<file path="src/design/brld_pkg.sv">
`default_nettype none

package brld_pkg;

	localparam int MAX_PATTERN = 8;
	localparam int BYTE_W      = 8;
	localparam int PLEN_W      = 4;
	localparam int LINE_W      = 18;
	localparam int CFG_IDX_W   = 1;
	localparam int CFG_DATA_W  = LINE_W;
	localparam int IDX_W       = $clog2(MAX_PATTERN);
	localparam int DATA_W      = MAX_PATTERN * BYTE_W;
	localparam int PROD_W      = BYTE_W + PLEN_W;

	localparam int QUEUE_DEPTH = 4;
	localparam int QPTR_W      = $clog2(QUEUE_DEPTH);
	localparam int QCNT_W      = QPTR_W + 1;

	localparam logic [PLEN_W-1:0] PAT_LEN_RESET    = PLEN_W'(2);
	localparam logic [LINE_W-1:0] LINE_BYTES_RESET = LINE_W'(80);

	localparam logic [BYTE_W-1:0] TAG_LITERAL = 8'h80;
	localparam logic [BYTE_W-1:0] COUNT_MASK  = 8'h7f;
	localparam logic [BYTE_W-1:0] BYTE_ONES   = 8'hff;

	typedef enum logic [CFG_IDX_W-1:0] {
		REG_PAT_LEN    = 1'b0,
		REG_LINE_BYTES = 1'b1
	} cfg_reg_t;

	typedef enum logic [2:0] {
		PH_TAG       = 3'd0,
		PH_PAT_COUNT = 3'd1,
		PH_PAT_BYTES = 3'd2,
		PH_LIT_COUNT = 3'd3,
		PH_LIT_BYTES = 3'd4,
		PH_REPEAT_N  = 3'd5
	} phase_t;

	// Byte classes that the parser branches on.
	typedef enum logic [1:0] {
		CLS_ZERO    = 2'd0,
		CLS_LITERAL = 2'd1,
		CLS_ONES    = 2'd2,
		CLS_OTHER   = 2'd3
	} byte_cls_t;

	typedef enum logic {
		KIND_DATA   = 1'b0,
		KIND_REPEAT = 1'b1
	} res_kind_t;

	typedef struct packed {
		logic [BYTE_W-1:0] data;
		logic              start;
		byte_cls_t         cls;
	} byte_item_t;

	typedef struct packed {
		logic                  valid;
		cfg_reg_t              index;
		logic [CFG_DATA_W-1:0] data;
	} cfg_wr_t;

	typedef struct packed {
		res_kind_t         kind;
		logic [DATA_W-1:0] run_data;
		logic [PLEN_W-1:0] byte_count;
		logic [BYTE_W-1:0] repeat_res;
		logic              end_of_line;
	} result_t;

	typedef struct packed {
		logic [LINE_W-1:0] left;
		logic              done;
	} line_upd_t;

	function automatic logic [PLEN_W-1:0] eff_pattern(input logic [PLEN_W-1:0] len);
		logic [PLEN_W-1:0] v;
		v = len;
		if (v == '0) begin
			v = PLEN_W'(1);
		end
		if (v > PLEN_W'(MAX_PATTERN)) begin
			v = PLEN_W'(MAX_PATTERN);
		end
		return v;
	endfunction

	function automatic logic [LINE_W-1:0] eff_line(input logic [LINE_W-1:0] len);
		return (len == '0) ? LINE_W'(1) : len;
	endfunction

	// Takes a run's decoded size off the bytes left in the line, saturating
	// at zero; a line that runs out is reloaded and flagged as done.
	function automatic line_upd_t line_consume(input logic [LINE_W-1:0] left,
		input logic [LINE_W-1:0] amount, input logic [LINE_W-1:0] reload);
		line_upd_t         u;
		logic [LINE_W-1:0] rem;
		rem = (amount >= left) ? '0 : left - amount;
		u.done = (rem == '0);
		u.left = u.done ? reload : rem;
		return u;
	endfunction

endpackage

`default_nettype wire

</file>
<file path="src/design/brld_front.sv">
`default_nettype none

module brld_front (
	input  wire logic                          clk,
	input  wire logic                          arst_n,
	input  wire logic                          in_valid,
	output logic                               in_stall,
	input  wire logic [brld_pkg::BYTE_W-1:0]   data_byte,
	input  wire logic                          start_image,
	output logic                               item_valid,
	output brld_pkg::byte_item_t               item,
	input  wire logic                          item_pop
);

	brld_pkg::byte_item_t             queue_q [brld_pkg::QUEUE_DEPTH];
	logic [brld_pkg::QPTR_W-1:0]      wr_ptr_q;
	logic [brld_pkg::QPTR_W-1:0]      rd_ptr_q;
	logic [brld_pkg::QCNT_W-1:0]      count_q;
	logic                             push;
	logic                             pop;
	brld_pkg::byte_item_t             new_item;

	always_comb begin
		new_item.data  = data_byte;
		new_item.start = start_image;
		if (data_byte == '0) begin
			new_item.cls = brld_pkg::CLS_ZERO;
		end else if (data_byte == brld_pkg::TAG_LITERAL) begin
			new_item.cls = brld_pkg::CLS_LITERAL;
		end else if (data_byte == brld_pkg::BYTE_ONES) begin
			new_item.cls = brld_pkg::CLS_ONES;
		end else begin
			new_item.cls = brld_pkg::CLS_OTHER;
		end
	end

	assign in_stall   = (count_q == brld_pkg::QCNT_W'(brld_pkg::QUEUE_DEPTH));
	assign push       = in_valid && !in_stall;
	assign item_valid = (count_q != '0);
	assign pop        = item_pop && item_valid;
	assign item       = queue_q[rd_ptr_q];

	always_ff @(posedge clk) begin
		if (push) begin
			queue_q[wr_ptr_q] <= new_item;
		end
	end

	always_ff @(posedge clk or negedge arst_n) begin
		if (!arst_n) begin
			wr_ptr_q <= '0;
			rd_ptr_q <= '0;
			count_q  <= '0;
		end else begin
			if (push) begin
				wr_ptr_q <= wr_ptr_q + brld_pkg::QPTR_W'(1);
			end
			if (pop) begin
				rd_ptr_q <= rd_ptr_q + brld_pkg::QPTR_W'(1);
			end
			if (push && !pop) begin
				count_q <= count_q + brld_pkg::QCNT_W'(1);
			end else if (pop && !push) begin
				count_q <= count_q - brld_pkg::QCNT_W'(1);
			end
		end
	end

	assert property (@(posedge clk) disable iff (!arst_n)
		count_q <= brld_pkg::QCNT_W'(brld_pkg::QUEUE_DEPTH))
		else $error("queue fill count beyond depth");

	assert property (@(posedge clk) disable iff (!arst_n)
		(push && !pop) |=> count_q == $past(count_q) + brld_pkg::QCNT_W'(1))
		else $error("queue count missed a push");

	assert property (@(posedge clk) disable iff (!arst_n)
		((wr_ptr_q - rd_ptr_q) == count_q[brld_pkg::QPTR_W-1:0]))
		else $error("queue pointers disagree with fill count");

endmodule

`default_nettype wire

</file>
<file path="src/design/brld_back.sv">
`default_nettype none

module brld_back (
	input  wire logic                 clk,
	input  wire logic                 arst_n,
	input  wire brld_pkg::cfg_wr_t    cfg_wr,
	input  wire logic                 item_valid,
	input  wire brld_pkg::byte_item_t item,
	output logic                      item_pop,
	output logic                      res_valid,
	output brld_pkg::result_t         res,
	input  wire logic                 res_stall
);

	logic [brld_pkg::PLEN_W-1:0]  pat_len_q;
	logic [brld_pkg::LINE_W-1:0]  line_bytes_q;

	brld_pkg::phase_t             phase_q;
	logic [brld_pkg::BYTE_W-1:0]  run_count_q;
	logic [brld_pkg::BYTE_W-1:0]  pattern_store_q [brld_pkg::MAX_PATTERN];
	logic [brld_pkg::IDX_W-1:0]   pattern_index_q;
	logic [brld_pkg::LINE_W-1:0]  line_left_q;
	logic                         at_line_start_q;
	logic [1:0]                   prefix_seen_q;

	logic                         out_valid_q;
	brld_pkg::result_t            out_q;

	// State as seen by this byte, after an optional image restart.
	brld_pkg::phase_t             cur_phase;
	logic [brld_pkg::BYTE_W-1:0]  cur_count;
	logic [brld_pkg::IDX_W-1:0]   cur_index;
	logic [brld_pkg::LINE_W-1:0]  cur_left;
	logic                         cur_start;
	logic [1:0]                   cur_prefix;

	brld_pkg::phase_t             phase_d;
	logic [brld_pkg::BYTE_W-1:0]  count_d;
	logic [brld_pkg::IDX_W-1:0]   index_d;
	logic [brld_pkg::LINE_W-1:0]  left_d;
	logic                         start_d;
	logic [1:0]                   prefix_d;
	logic                         store_we;
	logic                         emit;
	brld_pkg::result_t            res_d;

	logic [brld_pkg::PLEN_W-1:0]  plen;
	logic [brld_pkg::LINE_W-1:0]  reload;
	logic [brld_pkg::PROD_W-1:0]  pattern_bytes;
	logic [brld_pkg::LINE_W-1:0]  lit_left;
	logic [brld_pkg::BYTE_W-1:0]  tag_count;
	brld_pkg::line_upd_t          upd;
	logic                         take;

	assign take     = item_valid && (!out_valid_q || !res_stall);
	assign item_pop = take;

	assign plen          = brld_pkg::eff_pattern(pat_len_q);
	assign reload        = brld_pkg::eff_line(line_bytes_q);
	assign pattern_bytes = brld_pkg::PROD_W'(cur_count) * brld_pkg::PROD_W'(plen);
	assign tag_count     = item.data & brld_pkg::COUNT_MASK;

	always_comb begin
		if (item.start) begin
			cur_phase  = brld_pkg::PH_TAG;
			cur_count  = '0;
			cur_index  = '0;
			cur_left   = reload;
			cur_start  = 1'b1;
			cur_prefix = '0;
		end else begin
			cur_phase  = phase_q;
			cur_count  = run_count_q;
			cur_index  = pattern_index_q;
			cur_left   = line_left_q;
			cur_start  = at_line_start_q;
			cur_prefix = prefix_seen_q;
		end
	end

	always_comb begin
		phase_d  = cur_phase;
		count_d  = cur_count;
		index_d  = cur_index;
		left_d   = cur_left;
		start_d  = cur_start;
		prefix_d = cur_prefix;
		store_we = 1'b0;
		emit     = 1'b0;
		res_d    = '0;
		upd      = '0;
		lit_left = (cur_left != '0) ? cur_left - brld_pkg::LINE_W'(1) : '0;

		unique case (cur_phase)
			brld_pkg::PH_PAT_COUNT: begin
				prefix_d = (cur_prefix == 2'd1 && item.cls == brld_pkg::CLS_ZERO) ? 2'd2 : 2'd0;
				count_d  = item.data;
				index_d  = '0;
				phase_d  = brld_pkg::PH_PAT_BYTES;
			end
			brld_pkg::PH_PAT_BYTES: begin
				if (cur_prefix == 2'd2 && cur_index == '0 && item.cls == brld_pkg::CLS_ONES) begin
					prefix_d = 2'd3;
					phase_d  = brld_pkg::PH_REPEAT_N;
				end else begin
					prefix_d = '0;
					store_we = 1'b1;
					if ({1'b0, cur_index} + brld_pkg::PLEN_W'(1) >= plen) begin
						phase_d = brld_pkg::PH_TAG;
						index_d = '0;
						if (cur_count != '0) begin
							upd    = brld_pkg::line_consume(cur_left,
								brld_pkg::LINE_W'(pattern_bytes), reload);
							left_d = upd.left;
							if (upd.done) begin
								start_d = 1'b1;
							end
							emit = 1'b1;
							res_d.kind = brld_pkg::KIND_DATA;
							for (int k = 0; k < brld_pkg::MAX_PATTERN; k++) begin
								if (brld_pkg::PLEN_W'(k) < plen) begin
									res_d.run_data[8*k +: 8] =
										(brld_pkg::IDX_W'(k) == cur_index) ?
										item.data : pattern_store_q[k];
								end
							end
							res_d.byte_count  = plen;
							res_d.repeat_res  = cur_count;
							res_d.end_of_line = upd.done;
						end
					end else begin
						index_d = cur_index + brld_pkg::IDX_W'(1);
					end
				end
			end
			brld_pkg::PH_LIT_COUNT: begin
				count_d = item.data;
				phase_d = (item.cls == brld_pkg::CLS_ZERO) ? brld_pkg::PH_TAG :
					brld_pkg::PH_LIT_BYTES;
			end
			brld_pkg::PH_LIT_BYTES: begin
				count_d = cur_count - brld_pkg::BYTE_W'(1);
				left_d  = lit_left;
				if (count_d == '0) begin
					phase_d = brld_pkg::PH_TAG;
					upd     = brld_pkg::line_consume(lit_left, '0, reload);
					left_d  = upd.left;
					if (upd.done) begin
						start_d = 1'b1;
					end
				end
				emit = 1'b1;
				res_d.kind        = brld_pkg::KIND_DATA;
				res_d.run_data    = brld_pkg::DATA_W'(item.data);
				res_d.byte_count  = brld_pkg::PLEN_W'(1);
				res_d.repeat_res  = brld_pkg::BYTE_W'(1);
				res_d.end_of_line = upd.done;
			end
			brld_pkg::PH_REPEAT_N: begin
				prefix_d = '0;
				phase_d  = brld_pkg::PH_TAG;
				emit     = 1'b1;
				res_d.kind       = brld_pkg::KIND_REPEAT;
				res_d.repeat_res = (item.cls == brld_pkg::CLS_ZERO) ?
					brld_pkg::BYTE_W'(1) : item.data;
			end
			default: begin
				// Expecting a tag; stray phase codes land here as well.
				phase_d  = brld_pkg::PH_TAG;
				prefix_d = (cur_start && item.cls == brld_pkg::CLS_ZERO) ? 2'd1 : 2'd0;
				start_d  = 1'b0;
				unique case (item.cls)
					brld_pkg::CLS_ZERO: begin
						phase_d = brld_pkg::PH_PAT_COUNT;
					end
					brld_pkg::CLS_LITERAL: begin
						phase_d = brld_pkg::PH_LIT_COUNT;
					end
					default: begin
						upd    = brld_pkg::line_consume(cur_left,
							brld_pkg::LINE_W'(tag_count), reload);
						left_d = upd.left;
						if (upd.done) begin
							start_d = 1'b1;
						end
						emit = 1'b1;
						res_d.kind        = brld_pkg::KIND_DATA;
						res_d.run_data    = item.data[7] ?
							brld_pkg::DATA_W'(brld_pkg::BYTE_ONES) : '0;
						res_d.byte_count  = brld_pkg::PLEN_W'(1);
						res_d.repeat_res  = tag_count;
						res_d.end_of_line = upd.done;
					end
				endcase
			end
		endcase
	end

	always_ff @(posedge clk or negedge arst_n) begin
		if (!arst_n) begin
			phase_q <= brld_pkg::PH_TAG;
		end else if (take) begin
			phase_q <= phase_d;
		end
	end

	always_ff @(posedge clk or negedge arst_n) begin
		if (!arst_n) begin
			pat_len_q        <= brld_pkg::PAT_LEN_RESET;
			line_bytes_q     <= brld_pkg::LINE_BYTES_RESET;
			run_count_q      <= '0;
			pattern_index_q  <= '0;
			line_left_q      <= brld_pkg::LINE_BYTES_RESET;
			at_line_start_q  <= 1'b1;
			prefix_seen_q    <= '0;
		end else begin
			if (cfg_wr.valid && cfg_wr.index == brld_pkg::REG_PAT_LEN) begin
				pat_len_q <= cfg_wr.data[brld_pkg::PLEN_W-1:0];
			end
			if (cfg_wr.valid && cfg_wr.index == brld_pkg::REG_LINE_BYTES) begin
				line_bytes_q <= cfg_wr.data[brld_pkg::LINE_W-1:0];
			end
			if (take) begin
				run_count_q     <= count_d;
				pattern_index_q <= index_d;
				line_left_q     <= left_d;
				at_line_start_q <= start_d;
				prefix_seen_q   <= prefix_d;
			end else if (cfg_wr.valid && cfg_wr.index == brld_pkg::REG_LINE_BYTES &&
				at_line_start_q) begin
				// A new line length applies at once only between lines.
				line_left_q <= brld_pkg::eff_line(cfg_wr.data[brld_pkg::LINE_W-1:0]);
			end
		end
	end

	always_ff @(posedge clk) begin
		if (take && store_we) begin
			pattern_store_q[cur_index] <= item.data;
		end
		if (take && emit) begin
			out_q <= res_d;
		end
	end

	always_ff @(posedge clk or negedge arst_n) begin
		if (!arst_n) begin
			out_valid_q <= 1'b0;
		end else if (take) begin
			out_valid_q <= emit;
		end else if (!res_stall) begin
			out_valid_q <= 1'b0;
		end
	end

	assign res_valid = out_valid_q;
	assign res       = out_q;

	assert property (@(posedge clk) disable iff (!arst_n)
		phase_q == brld_pkg::PH_REPEAT_N |-> prefix_seen_q == 2'd3)
		else $error("repeat count phase without a full line prefix");

	assert property (@(posedge clk) disable iff (!arst_n)
		phase_q != brld_pkg::PH_LIT_BYTES |-> line_left_q != '0)
		else $error("line left at zero outside a literal run");

	assert property (@(posedge clk) disable iff (!arst_n)
		phase_q != brld_pkg::PH_PAT_BYTES |-> pattern_index_q == '0)
		else $error("pattern index left set outside a pattern run");

	assert property (@(posedge clk) disable iff (!arst_n)
		phase_q == brld_pkg::PH_LIT_BYTES |-> run_count_q != '0)
		else $error("literal run phase with zero bytes left");

endmodule

`default_nettype wire

</file>
<file path="src/design/bitmap_rle_line_decoder_core.sv">
// Run-length line decoder for compressed bitmap streams.
// Input channel: one compressed byte per transaction (data_byte), with
// start_image set on the first byte of an image to clear the parse state.
// A transaction completes on a rising edge with in_valid high and in_stall low.
// Output channel: one run descriptor or line-repeat marker per transaction,
// completed on a rising edge with out_valid high and out_stall low. Pattern
// and literal tags, counts and inner pattern bytes only advance the parser and give none.
// Configuration: cfg_ready is always high; write the pattern length (index 0)
// or line_bytes (index 1) only while no byte is in flight.
// Throughput is one byte per cycle, set by the parse step of the back end,
// while the output is not stalled. Accepted bytes go through a four-entry
// byte queue to the parser, which registers each result for output. in_stall
// rises only after the output has been stalled long enough to fill the queue;
// the result register holds steady while out_stall is high. Reset clears the
// queue and the output, sets the pattern length to 2 and line_bytes to 80,
// and starts at a line start.
`default_nettype none

module bitmap_rle_line_decoder_core (
	input  wire logic                              clk,
	input  wire logic                              arst_n,
	input  wire logic                              in_valid,
	output logic                                   in_stall,
	input  wire logic [brld_pkg::BYTE_W-1:0]       data_byte,
	input  wire logic                              start_image,
	output logic                                   out_valid,
	input  wire logic                              out_stall,
	output logic                                   kind,
	output logic [brld_pkg::DATA_W-1:0]           run_data,
	output logic [brld_pkg::PLEN_W-1:0]           byte_count,
	output logic [brld_pkg::BYTE_W-1:0]           repeat_res,
	output logic                                   end_of_line,
	input  wire logic                              cfg_valid,
	output logic                                   cfg_ready,
	input  wire logic [brld_pkg::CFG_IDX_W-1:0]    cfg_index,
	input  wire logic [brld_pkg::CFG_DATA_W-1:0]   cfg_data
);

	brld_pkg::byte_item_t  item;
	logic                  item_valid;
	logic                  item_pop;
	brld_pkg::cfg_wr_t     cfg_wr;
	brld_pkg::result_t     res;

	assign cfg_ready    = 1'b1;
	assign cfg_wr.valid = cfg_valid && cfg_ready;
	assign cfg_wr.index = brld_pkg::cfg_reg_t'(cfg_index);
	assign cfg_wr.data  = cfg_data;

	brld_front u_front (
		.clk         (clk),
		.arst_n      (arst_n),
		.in_valid    (in_valid),
		.in_stall    (in_stall),
		.data_byte   (data_byte),
		.start_image (start_image),
		.item_valid  (item_valid),
		.item        (item),
		.item_pop    (item_pop)
	);

	brld_back u_back (
		.clk        (clk),
		.arst_n     (arst_n),
		.cfg_wr     (cfg_wr),
		.item_valid (item_valid),
		.item       (item),
		.item_pop   (item_pop),
		.res_valid  (out_valid),
		.res        (res),
		.res_stall  (out_stall)
	);

	assign kind        = res.kind;
	assign run_data    = res.run_data;
	assign byte_count  = res.byte_count;
	assign repeat_res  = res.repeat_res;
	assign end_of_line = res.end_of_line;

endmodule

`default_nettype wire
</file>
<file path="config.mk">
export PLATFORM = sky130hd
export DESIGN_NAME = bitmap_rle_line_decoder_core
export DESIGN_NICKNAME = d
export VERILOG_FILES = /design/src/design/brld_pkg.sv /design/src/design/brld_front.sv /design/src/design/brld_back.sv /design/src/design/bitmap_rle_line_decoder_core.sv
export SDC_FILE = /design/constraint.sdc
export NUM_CORES = 1
export LEC_CHECK = 0
export ABC_CLOCK_PERIOD_IN_PS = 10800
export BUFFER_PORTS_ARGS = -buffer_cell sky130_fd_sc_hd__buf_2
export CAP_MARGIN = 0
export CELL_PAD_IN_SITES_DETAIL_PLACEMENT = 1
export CELL_PAD_IN_SITES_GLOBAL_PLACEMENT = 1
export CORE_UTILIZATION = 48
export CTS_CLUSTER_DIAMETER = 200
export CTS_CLUSTER_SIZE = 25
export DETAILED_ROUTE_END_ITERATION = 8
export PLACE_DENSITY = 0.89
export SLEW_MARGIN = 20
export SYNTH_ARGS = -nofsm -noshare
export SYNTH_HDL_FRONTEND = slang
export SYNTH_SLANG_ARGS = --single-unit
</file>
<file path="constraint.sdc">
create_clock -name clk -period 10.8 [get_ports clk]
set_input_delay 1.08 -clock clk [delete_from_list [all_inputs] [get_ports clk]]
set_output_delay 1.08 -clock clk [all_outputs]
set_load 0.005 [all_outputs]
</file>
# --- Yosys cells after proc, flatten, opt, wreduce, memory -nomap -nowiden ---
# Memory sizes are Yosys's and may differ from the RTL's.
# Index checks and enable logic that the tools add are counted.
word_totals:
  reg_bits: 143
  mem_bits_rw: 108
  in_bits: 33
  out_inout_bits: 81
  n_memories: 2
mem_list:
  columns: ["memory", "words", "word_bits", "rd", "rd_ports_with_merged_regs", "write_ports", "line", "rtl"]
  rows:
  - ["u_back.pattern_store_q", 8, 8, 8, 0, 1, "brld_back.sv:20", "logic [brld_pkg::BYTE_W-1:0] pattern_store_q [brld_pkg::MAX_PATTERN];"]
  - ["u_front.queue_q", 4, 11, 1, 0, 1, "brld_front.sv:15", "brld_pkg::byte_item_t queue_q [brld_pkg::QUEUE_DEPTH];"]
classes:
  add_sub_neg: 10
  mul: 1
  magnitude_cmp: 13
  n_eq_ne: 20
  muxes: 93
  bitwise: 1
  reduce_logical: 41
op_table:
  columns: ["op", "n"]
  rows:
  - ["2-to-1 mux 18 bit", 17]
  - ["one-hot mux 68 bit (3 select lines)", 1]
  - ["2-to-1 mux 78 bit", 2]
  - ["2-to-1 mux 77 bit", 2]
  - ["2-to-1 mux 8 bit", 19]
  - ["logical NOT 18 bit", 5]
  - ["one-hot mux 18 bit (3 select lines)", 1]
  - ["one-hot mux 8 bit (4 select lines)", 1]
  - ["2-to-1 mux 3 bit", 10]
  - ["2-to-1 mux 1 bit", 24]
  - ["greater-or-equal comparator 1 x 18 -> 1 bit (first input constant)", 1]
  - ["greater-or-equal comparator 12 x 18 -> 1 bit", 1]
  - ["greater-or-equal comparator 7 x 18 -> 1 bit", 1]
  - ["nonzero test 18 bit", 1]
  - ["subtractor 18 x 1 -> 18 bit (second input constant)", 1]
  - ["subtractor 18 x 12 -> 18 bit", 1]
  - ["subtractor 18 x 7 -> 18 bit", 1]
  - ["equality test 8 bit (second input constant)", 2]
  - ["logical NOT 8 bit", 2]
  - ["less-than comparator 3 x 4 -> 1 bit (first input constant)", 4]
  - ["one-hot mux 8 bit (2 select lines)", 1]
  - ["one-hot mux 3 bit (5 select lines)", 1]
  - ["logical AND 1 bit", 14]
  - ["equality test 3 bit (first input constant)", 4]
  - ["35 further kinds", 62]

# --- Longest topological paths before layout ---
logic_depth:
  ltp_word: 14
  depth_mapped: 38
  mapped_depth_nobuf: 30

# --- Cells and area by module ---
# A second synthesis with hierarchy kept.
hier_totals:
  cells_unflattened: 1445
  hier_area_um2: 15060.7
by_module_without_submodules:
  columns: ["mod", "instances", "cells_per_inst", "area_per_inst_um2"]
  rows:
  - ["brld_back", 1, 1346, 13026.2]
  - ["brld_front", 1, 97, 2023.2]
  - ["bitmap_rle_line_decoder_core", 1, 2, 11.3]

# --- Worst setup path before layout ---
# OpenSTA, ideal clock, no wires.
synth_path:
  kind: "reg-to-reg"
  from: "register u_front.rd_ptr_q[1] in the netlist's numbering"
  to: "register u_back.out_q (netlist bit u_back.res[0]), enable pin"
  setup_ns: 0.610
  arrival_time_ns: 8.546
  required_time_ns: 10.190
  slack_ns: 1.645
  path_stages_with_launch: 19
  n_path_buf: 4
  period_less_slack_ns: 9.155
  cell_sequence: "dfrtp_1 clkbuf_1 mux2i_1 mux2_2 clkbuf_1 nand2_1 inv_1 ha_1 ha_1 inv_1 ha_1 a21o_1 a21oi_1 nor2b_1 clkbuf_1 nor2b_1 buf_2 a21oi_1 nor3_1"
synth_via:
  elab_chain_len: 8
  word_cells_on_any_way: 29
  classes_between: "1 x add/sub; 1 x order compare; 8 x eq/ne; 9 x mux; 9 x reduce/logical; 1 x memory"
synth_rtl:
  columns: ["element", "line", "rtl"]
  rows:
  - ["start: declaration", "brld_front.sv:17", "logic [brld_pkg::QPTR_W-1:0] rd_ptr_q;"]
  - ["start signal: assignment", "brld_front.sv:59", "rd_ptr_q <= rd_ptr_q + brld_pkg::QPTR_W'(1);"]
  - ["memory (4 x 11 bit) (*)", null, null]
  - ["2-to-1 mux 3 bit, or another cell as far along", "brld_back.sv:64", "if (item.start) begin"]
  - ["adder 3 x 1 -> 4 bit, or another cell as far along", "brld_back.sv:108", "if ({1'b0, cur_index} + brld_pkg::PLEN_W'(1) >= plen) begin"]
  - ["greater-or-equal comparator 4 bit, or another cell as far along", "brld_back.sv:108", null]
  - ["2-to-1 mux 1 bit or logical AND 1 bit (tied branches)", "brld_back.sv:108, brld_back.sv:102", null]
  - ["2-to-1 mux 1 bit", "brld_back.sv:102", "if (cur_prefix == 2'd2 && cur_index == '0 && item.cls == brld_pkg::CLS_ONES) begin"]
  - ["one-hot mux 1 bit (3 select lines) (*)", "brld_back.sv:94", "unique case (cur_phase)"]
  - ["logical AND 1 bit (*)", "brld_back.sv:241", "if (take && emit) begin"]
  - ["end signal: assignment", "brld_back.sv:242", "out_q <= res_d;"]
  - ["end: declaration", "brld_back.sv:27", "brld_pkg::result_t out_q;"]
# Every way passes the cells marked *; elsewhere a longest branch is shown, timed or not.
# A chain may end at the register's enable or synchronous reset.

# --- Worst setup path in the final report ---
layout_path:
  from: "register u_front.rd_ptr_q[1] in the netlist's numbering"
  to: "register u_back.line_left_q[8] in the netlist's numbering"
layout_via:
  elab_chain_len: 12
  word_cells_on_any_way: 50
  classes_between: "5 x add/sub; 1 x mul; 4 x order compare; 8 x eq/ne; 19 x mux; 12 x reduce/logical; 1 x memory"
layout_rtl:
  columns: ["element", "line", "rtl"]
  rows:
  - ["memory (4 x 11 bit) (*)", null, null]
  - ["2-to-1 mux 8 bit", "brld_back.sv:64", null]
  - ["multiplier 8 x 4 -> 12 bit", "brld_back.sv:60", "assign pattern_bytes = brld_pkg::PROD_W'(cur_count) * brld_pkg::PROD_W'(plen);"]
  - ["subtractor 18 x 12 -> 18 bit or greater-or-equal comparator 12 x 18 -> 1 bit (tied branches)", "brld_pkg.sv:100", "rem = (amount >= left) ? '0 : left - amount;"]
  - ["2-to-1 mux 18 bit", "brld_pkg.sv:100", null]
  - ["logical NOT 18 bit", "brld_pkg.sv:101", "u.done = (rem == '0);"]
  - ["2-to-1 mux 18 bit", "brld_pkg.sv:102", "u.left = u.done ? reload : rem;"]
  - ["2-to-1 mux 18 bit", "brld_back.sv:111", "if (cur_count != '0) begin"]
  - ["2-to-1 mux 18 bit", "brld_back.sv:108", null]
  - ["2-to-1 mux 18 bit", "brld_back.sv:102", null]
  - ["one-hot mux 18 bit (3 select lines) (*)", "brld_back.sv:94", null]
  - ["2-to-1 mux 18 bit (*)", "brld_back.sv:223", "if (take) begin"]
  - ["end signal: assignment", "brld_back.sv:213", "line_left_q <= brld_pkg::LINE_BYTES_RESET;"]
  - ["end signal: assignment", "brld_back.sv:226", "line_left_q <= left_d;"]
  - ["end signal: assignment", "brld_back.sv:232", "line_left_q <= brld_pkg::eff_line(cfg_wr.data[brld_pkg::LINE_W-1:0]);"]
  - ["end: declaration", "brld_back.sv:22", "logic [brld_pkg::LINE_W-1:0] line_left_q;"]
# Marked as above.

==> reports/metrics.cfg <==
[worst_setup_path]
rr_worst_depth=30
required_ps=11210
critPathKind=flip-flop to flip-flop
crit_path_start_kind=flip-flop
worstPathArrival_ps=9140
crit_fanout=28
cpPeakStageDelay_ps=770
critPathSlowestCell=dfrtp_1
endpoint_kind=flip-flop

[sta]
tightest_slew_ps=1100
setup_viol=0
hold_slack_ps=500.9
fin_skew_ps=56.80
grt_setup_unrepaired=false
hold_viol=0
maxSlewHeadroom_pct=26.05
fin_crit_ps=8727
fmax_ghz=0.1146
fin_setup_tns_ps=0
finalMaxSlewViolations=0
fin_crit_sh_pct=80.81

[yosys]
yosys_warnings=0
syn_inst=1533
synth.net_count=1634
synth_cell_types=89
synth-seq-area-share_pct=46.76
synth-edff-count=186
syn_avg_cell_area_um2=10.07
yosysTopAreaCell=edfxtp_1
ys.flop_type=edfxtp_1
synth_top_area_share_pct=36.18
syn_area_um2=15440
yosys_register_bits=251
ys_async_sr_fraction_pct=25.90
synthTopCellsByArea=edfxtp_1 36%, dfrtp_1 9.6%, nand2_1 4.7%

[die]
start_util_pct=48.80
fp.dieArea_um2=32880
die_h_um=181.3
coreArea_um2=31640
core.rowCount=65
ioPinCount=114
die_x_um=181.3

[cts]
cts_resized=0
clk_path_buf_depth=3
cts-hold-fix-buffers=0
clock-root-buffer=clkbuf_16
post_cts_buffers=0
cts_made_buffers=14
path_clk_slew_ps=110
cts_tree=built
worstSkewPairLatency_ps=520
cts_sinks=251
htreeDepth=1

[routing]
viasPerCell=6.710
wl_per_cell_um=26.62
dr_total_vias=13450
ant_nets=0
drc=0
drt_iter0_drc=1770
drt_wl_total_um=53370
drt_first_pass_iters=6

[cells_and_area]
n_antenna_cell=0
mostFrequentLayoutCells=192 x nand2_1, 186 x edfxtp_1, 118 x a21oi_1
stdcell_count=2005
drive_gt1_share_pct=13.60
fillers=3520
seq_area_um2=7219
layout_commonest_cell=nand2_1
area_delta_synth_final_pct=8.372
multi_input_area_um2=7614
num-nets-final=1696

[job]
maxCapViolCount=0

[grt]
grt_pass1_vias=13900
grt_max_degree=79
grt_antenna_before_repair=1
grt_overflow_total=0
grt_pass1_wl_um=82120
grt_usage_pct=32.51

[min_path]
whs_path_depth=1
worstHoldPathType=flip-flop to flip-flop

[power_and_ir_drop]
p_leak_nw=6.411
power_mw=5.625
powerDensity_nw_per_um2=336.2
max-vdd-ir-drop_mv=0.2445

[placed_design]
portBuffers=112
hpwlAfterDp_um=39300
place.gp.congestion=1.015
dp.cells=1981

[status]
status=finished clean

==> metrics by stage <==
step,worst slack [ps],utilization [%],cell area [um^2]
2_1_floorplan,1645,-,15440
3_3_place_gp,2668,51.41,16260
3_5_place_dp,2242,51.41,16260
5_1_grt,1443,52.89,16730
4_1_cts,2183,52.84,16720
6_report,2073,52.89,16730
==> layout make-up <==
type,count,area share (%)
flip-flops and latches,251,43.15
multi-input cells,1134,45.51
clock inverters,2,0.2991
inverters,62,1.391
repair buffers,132,4.248
clock buffers,22,2.401
well taps,402,3.006
==> cells in the mapped netlist (all sizes together) (13+ instances only) <==
master  count
inv        61
edfxtp    186
nand2b     16
nor2b      20
fa         15
dfrtp      59
ha         53
clkbuf     62
nand2     192
mux2i      47
a21oi     118
mux2       25
nor3       62
and2       16
and3       15
buf        24
o21ai      77
a21o       15
xnor2      27
xor2       15
a31oi      13
nand4      15
nand3      40
nor4       23
nor2      110
==> final timing paths <==
path / from / to / slack (ps)
setup / recovery: u_front.rd_ptr_q[1]$_DFFE_PN0P_ / u_back.line_left_q[8]$_DFFE_PN0P_ / 2070
hold / removal: u_front.count_q[2]$_DFFE_PN0P_ / u_front.count_q[2]$_DFFE_PN0P_ / 500
setup reg to reg: u_front.rd_ptr_q[1]$_DFFE_PN0P_ / u_back.line_left_q[8]$_DFFE_PN0P_ / 2070
hold reg to reg: u_front.count_q[2]$_DFFE_PN0P_ / u_front.count_q[2]$_DFFE_PN0P_ / 500
max in group asynchronous: arst_n / u_front.count_q[2]$_DFFE_PN0P_ / 9320
min in group asynchronous: arst_n / u_back.line_left_q[14]$_DFFE_PN0P_ / 800
==> metal layers <==
| metal | global-route usage [%] | vias up | wire length [um] |
|---|---|---|---|
| li1 | - | 5815 | - |
| met1 | 43.17 | 6675 | 21220 |
| met2 | 53.05 | 788 | 25120 |
| met3 | 5.019 | 175 | 4620 |
| met4 | 13.59 | 0 | 2409 |
| met5 | 0 | - | 0 |
==> logic make-up (layout without fill, tap and decap cells) <==
logic type / Yosys count / after routing / share of synthesized area, %
and+or+nand+nor: 567 / 567 / 17.77
AOI/OAI and AO/OA: 373 / 373 / 16.02
DFF: 251 / 251 / 46.76
buffers and inverters: 148 / 218 / 4.109
muxes: 83 / 83 / 6.686
adders and majority gates: 68 / 68 / 6.240
xor gates and xnor gates: 42 / 42 / 2.383
other: 1 / 1 / 0.02429
==> flip-flops by register name (all words and copies together), names as in the netlist, 3 cells and up <==
| register | count |
|---|---|
| u_front.queue_q | 44 |
| u_back.res | 78 |
| u_back.pattern_index_q | 3 |
| u_back.run_count_q | 8 |
| u_back.pat_len_q | 4 |
| u_front.count_q | 3 |
| u_back.line_left_q | 18 |
| u_back.line_bytes_q | 18 |
| u_back.phase_q | 3 |
| u_back.pattern_store_q | 64 |
==> critical path, delay by kind of cell (launching register included) <==
kind	cells	cell delay (ps)
AO/OA/AOI/OAI	13	3300
XOR/XNOR	1	220
adder cells (fa/ha/maj)	4	1700
buffers and inverters	2	250
flip-flops	1	770
multiplexers	2	980
AND/OR/NAND/NOR	8	1420
==> where the power goes <==
part / total [mW] / internal, mW / leakage [nW] / switching [mW]
clock: 0.610 / 0.289 / 0.217 / 0.321
combinational: 3.29 / 1.08 / 3.65 / 2.21
sequential: 1.72 / 1.46 / 2.54 / 0.264
Note: power is estimated with default switching activity, not from simulation.
